$ cat src/rtl/bwc_pkg.sv
// Shared types and constants of the beat window capture block.
`default_nettype none

package bwc_pkg;

	localparam int WORD_WIDTH  = 32;
	localparam int LANE_COUNT  = 4;

	localparam logic CMD_PUSH = 1'b0;
	localparam logic CMD_PEAK = 1'b1;

	localparam logic [1:0] STATUS_OK      = 2'd0;
	localparam logic [1:0] STATUS_OVERRUN = 2'd1;
	localparam logic [1:0] STATUS_REFUSED = 2'd2;

	typedef struct packed {
		logic                          cmd;
		logic [WORD_WIDTH-1:0]         push_index;
		logic signed [WORD_WIDTH-1:0]  push_value;
		logic [WORD_WIDTH-1:0]         peak_index;
	} in_item_t;

	typedef struct packed {
		logic [WORD_WIDTH-1:0]         beat_peak;
		logic [5:0]                    word_number;
		logic signed [WORD_WIDTH-1:0]  sample_a;
		logic signed [WORD_WIDTH-1:0]  sample_b;
		logic signed [WORD_WIDTH-1:0]  sample_c;
		logic signed [WORD_WIDTH-1:0]  sample_d;
		logic [1:0]                    status;
		logic                          last;
	} out_item_t;

	typedef enum logic [2:0] {
		ST_IDLE,
		ST_PREP,
		ST_MOD,
		ST_RUN,
		ST_DONE,
		ST_REFUSE
	} state_t;

endpackage

`default_nettype wire

$ cat src/rtl/bwc_rem.sv
// Remainder of a 33-bit value by the ring depth, which is a power of two.
`default_nettype none

module bwc_rem import bwc_pkg::*; #(
	parameter int RING_DEPTH = 1024
) (
	input  logic                          clk,
	input  logic                          arst_n,
	input  logic                          start,
	input  logic [32:0]                   dividend,
	output logic                          done,
	output logic [$clog2(RING_DEPTH)-1:0] rem
);

	localparam int AW = $clog2(RING_DEPTH);

	logic          done_q;
	logic [AW-1:0] rem_q;

	always_ff @(posedge clk or negedge arst_n) begin
		if (!arst_n) begin
			done_q <= 1'b0;
		end else begin
			done_q <= start;
		end
	end

	// keep the low bits: the depth is a power of two
	always_ff @(posedge clk) begin
		if (start) begin
			rem_q <= dividend[AW-1:0];
		end
	end

	assign done = done_q;
	assign rem  = rem_q;

endmodule

`default_nettype wire

$ cat config.mk
export PLATFORM = sky130hd
export DESIGN_NAME = bwc_rem
export DESIGN_NICKNAME = d
export VERILOG_FILES = /design/src/rtl/bwc_pkg.sv /design/src/rtl/bwc_rem.sv
export SDC_FILE = /design/constraint.sdc
export NUM_CORES = 1
export LEC_CHECK = 0
export ABC_AREA = 1
export BUFFER_PORTS_ARGS = -buffer_cell sky130_fd_sc_hd__buf_4
export CAP_MARGIN = 10
export CORE_AREA = 2 2 39 41
export DETAILED_ROUTE_END_ITERATION = 10
export DIE_AREA = 0 0 41 43
export PLACE_DENSITY = 0.66
export SLEW_MARGIN = 15
export SYNTH_ARGS = -nofsm -noshare
export SYNTH_HDL_FRONTEND = slang
export SYNTH_SLANG_ARGS = --single-unit
$ cat constraint.sdc
create_clock -name clk -period 0.8 [get_ports clk]
set_clock_uncertainty 0.2 [all_clocks]
set_input_delay 0.16 -clock clk [delete_from_list [all_inputs] [get_ports clk]]
set_output_delay 0.16 -clock clk [all_outputs]
set_load 0.005 [all_outputs]
Word level (Yosys, flattened, before mapping)

Cells that the tools add are included.

Bits in registers: 11
Output and inout bits: 11

Logic depth before layout (Yosys ltp)

Word-level depth: 0
Gate-level depth with buffers: 0

Least setup slack after synthesis

Ideal clock, no wire load.

Path type: flip-flop to output port
Start point: register rem_q[0] (netlist: rem[0])
End point: output rem[0]
Arrival: 355 ps
Data required time: 440 ps
Setup slack: 85 ps
Stages on the path, launching flop included: 1
Buffers on the path: 0
Cells stage by stage: edfxtp_1

RTL lines:

| item                     | line          | RTL |
|---|---|---|
| start: declaration       | bwc_rem.sv:18 | `logic [AW-1:0] rem_q;` |
| start signal: assignment | bwc_rem.sv:31 | `rem_q <= dividend[AW-1:0];` |
| end: declaration         | bwc_rem.sv:12 | `output logic [$clog2(RING_DEPTH)-1:0] rem` |

No word-level cell between the ends.

Final worst setup path

Start point: register rem_q[6] (netlist: rem[6])
End point: output rem[6]

No word-level cell between the ends.

==> results.py <==
metrics = {
    "power": {
        "switching_share_pct": 18.3,
        "share_comb_of_total_power_pct": 11.4,
        "internal_power_w": 0.000967,
        "cellPowerDensity_nw_per_um2": 2060,
        "switchingPower_w": 0.000216,
        "ir_drop_mv": 0.767,
        "power.sequential.fraction_pct": 58.4,
        "cellLeakagePower_nw": 0.245,
        "p_clk_share_pct": 30.2,
    },
    "sta": {
        "tightestPinTransition_ns": 0.137,
        "clock.fmax_mhz": 879,
        "hold_violations": 11,
        "setup_violating_endpoint_count_in_the_final_report": 11,
        "rsz0062_at_grt": "yes",
        "setup_ws_ns": -0.338,
        "period_needed_ns": 1.14,
        "timing.final.crit_share_pct": 142,
        "maxSlewViolCount": 0,
        "hold_ws_ns": -0.126,
        "slew-limit-headroom_pct": 90.8,
    },
    "cells_and_area": {
        "number_of_antenna_repair_diodes": 0,
        "area_of_the_multi_input_gates_um2": 0,
        "flow.area_growth_from_synthesis_pct": 76.2,
        "final_net_count": 76,
        "n_multi_input_combinational_cell": 0,
        "stdcell_area_um2": 573,
        "cell_count_final_fillers_out": 55,
        "post_route_cells_drive_above_1_share_pct": 66.7,
    },
    "setup_path": {
        "worst_ep_required_time_ns": 0.44,
        "cell_chain_critical_path": "buf_4",
        "setup.worst_path.start_class": "flop",
        "timing.critical_path.arrival_ns": 0.78,
        "ws_path_type": "flop to output port",
        "timing.critical_path.max_delay_family": "flip-flops",
        "cp_max_fo": 1,
        "cpMaxStageDelayCell": "sky130_fd_sc_hd__edfxtp_1",
        "delay_of_the_slowest_critical_path_stage_ns": 0.38,
        "worstSetupEndpointType": "output port",
        "worst_path_buf_inv": 1,
    },
    "drt": {
        "wire_per_inst_um": 10.5,
        "tritonroute_pass_1_iters": 3,
        "postRouteAntennaNets": 0,
        "route.detailed.vias_per_inst": 3.84,
        "total_wire_length_um": 578,
        "vias": 211,
        "drt-initial-drc-count": 2,
        "route.detailed.drc": 0,
    },
    "global_route": {
        "grt_antenna_before_repair": 0,
        "pin_count_of_the_biggest_net_entering_global_routing": 12,
        "gr_ovfl_total": 0,
        "global_route.usage.total_pct": 7.50,
        "grt_pass1_wl_um": 772,
        "grt_pass1_vias": 201,
    },
    "floorplan": {
        "fp-row-count": 14,
        "dieArea_um2": 1760,
        "die_height_um": 43,
        "floorplan.core_area_um2": 1380,
        "floorplan.die.width_um": 41,
        "top_level_ports": 47,
        "initial_core_util_pct": 23.5,
    },
    "yosys": {
        "synthAdderAreaFrac_pct": 0,
        "synth_nets": 47,
        "synth_seq_area_share_pct": 100,
        "post_synth_num_cell_types": 2,
        "synth.ff_latch_count": 11,
        "portion_of_netlist_area_occupied_by_mux_cells_pct": 0,
        "synth-compound-area-share_pct": 0,
        "synth.avg_cell_area_um2": 29.6,
        "post_synth_and_or_nand_nor_area_fraction_pct": 0,
        "post_synth_xor_area_fraction_pct": 0,
        "synth.yosys.warnings": 0,
        "netlist_area_um2": 325,
        "syn-instance-count": 11,
    },
    "hold_path": {
        "worst_hold_path_type": "input pin to flop",
    },
    "clock_tree": {
        "cts_hold_buf": 1,
        "clock_path_buffers": 2,
        "cts_num_sinks": 11,
        "worst_path_clk_slew_ns": 0.06,
        "clk_root_buffer_cell": "sky130_fd_sc_hd__clkbuf_4",
        "cts-buffers-inserted": 3,
        "cts_tree": "done",
        "h-tree-depth": 1,
    },
    "flow_run": {
        "max-cap-violations": 0,
    },
    "status": {
        "failed_checks": "hold timing, setup timing",
        "status": "complete, but fails checks",
    },
    "placement": {
        "place_congestion": 0.630,
        "detailed_place.area_um2": 518,
        "numPlacedInstances": 50,
        "portBuffers": 23,
    },
}
[cells in the mapped netlist]
master                     instances  area (µm²)
sky130_fd_sc_hd__dfrtp_1           1        25.0
sky130_fd_sc_hd__edfxtp_1         10         300
[worst paths after layout]
| kind | startpoint | end | slack, ns | depth (start not counted) |
|---|---|---|---|---|
| setup / recovery | rem[6]$_DFFE_PP_ | rem[6] | -0.34 | 1 |
| hold / removal | dividend[9] | rem[9]$_DFFE_PP_ | -0.13 | 1 |
| max in group asynchronous | arst_n | done$_DFF_PN0_ | 0.32 | 2 |
| min in group asynchronous | arst_n | done$_DFF_PN0_ | 0 | 2 |
[registers in the layout, summed over array words and instances (netlist names)]
signal	count
done	1
rem	10
[logic make-up (layout without fill, tap and decap cells)]
family                 count (synthesis)  in the layout
buffers and inverters                  0             28
flip-flops                            11             11
[layout make-up]
cell class	count	area, µm²
fillers	131	811
flip-flops and latches	11	325
repair buffers	24	201
clock buffers	4	26.3
well taps	16	20.0
[routing by layer]
| layer | GRT usage (%) | wire length (µm) | up-vias |
|---|---|---|---|
| li1 | - | - | 99 |
| met1 | 9.03 | 204 | 93 |
| met2 | 7.19 | 266 | 19 |
| met3 | 4.71 | 107 | 0 |
| met4 | 10.0 | 0 | 0 |
| met5 | 0 | 0 | - |
[power groups by stage]
stage	sequential [W]	clock, W	combinational, W
floorplan	0.000706	0	0
global placement	0.000698	0	0.000123
detailed placement	0.000701	0	0.000122
CTS	0.000689	0.000381	0.000128
global route	0.000696	0.000399	0.000147
finish	0.000691	0.000357	0.000135
[layout by cell type (no fill, tap or decap), drive strengths merged]
master,count
dfrtp,1
clkbuf,4
dlygate4sd3,1
edfxtp,10
buf,23
[metrics by stage]
| stage | total power [W] | worst slack (ns) | hold slack (ns) | utilization (%) | TNS [ns] |
|---|---|---|---|---|---|
| finish | 0.00118 | -0.338 | -0.126 | 41.4 | -3.56 |
| global route | 0.00124 | -0.386 | -0.143 | 41.4 | -3.98 |
| CTS | 0.00120 | -0.363 | -0.141 | 40.3 | -3.76 |
| detailed placement | 0.000823 | -0.0691 | -0.264 | 37.4 | -0.823 |
| global placement | 0.000821 | -0.0472 | -0.264 | 37.4 | -0.740 |
| floorplan | 0.000706 | 0.0847 | -0.336 | - | 0 |
[repair_timing]
action                     4_1_cts  5_1_grt
pin swaps                        0        0
setup endpoints to repair       11       11
setup buffers                    0        0
hold endpoints to repair        22       11
gates resized for setup          1        4
cloned                           0        0
No activity file was read; power rests on OpenSTA's default activity.
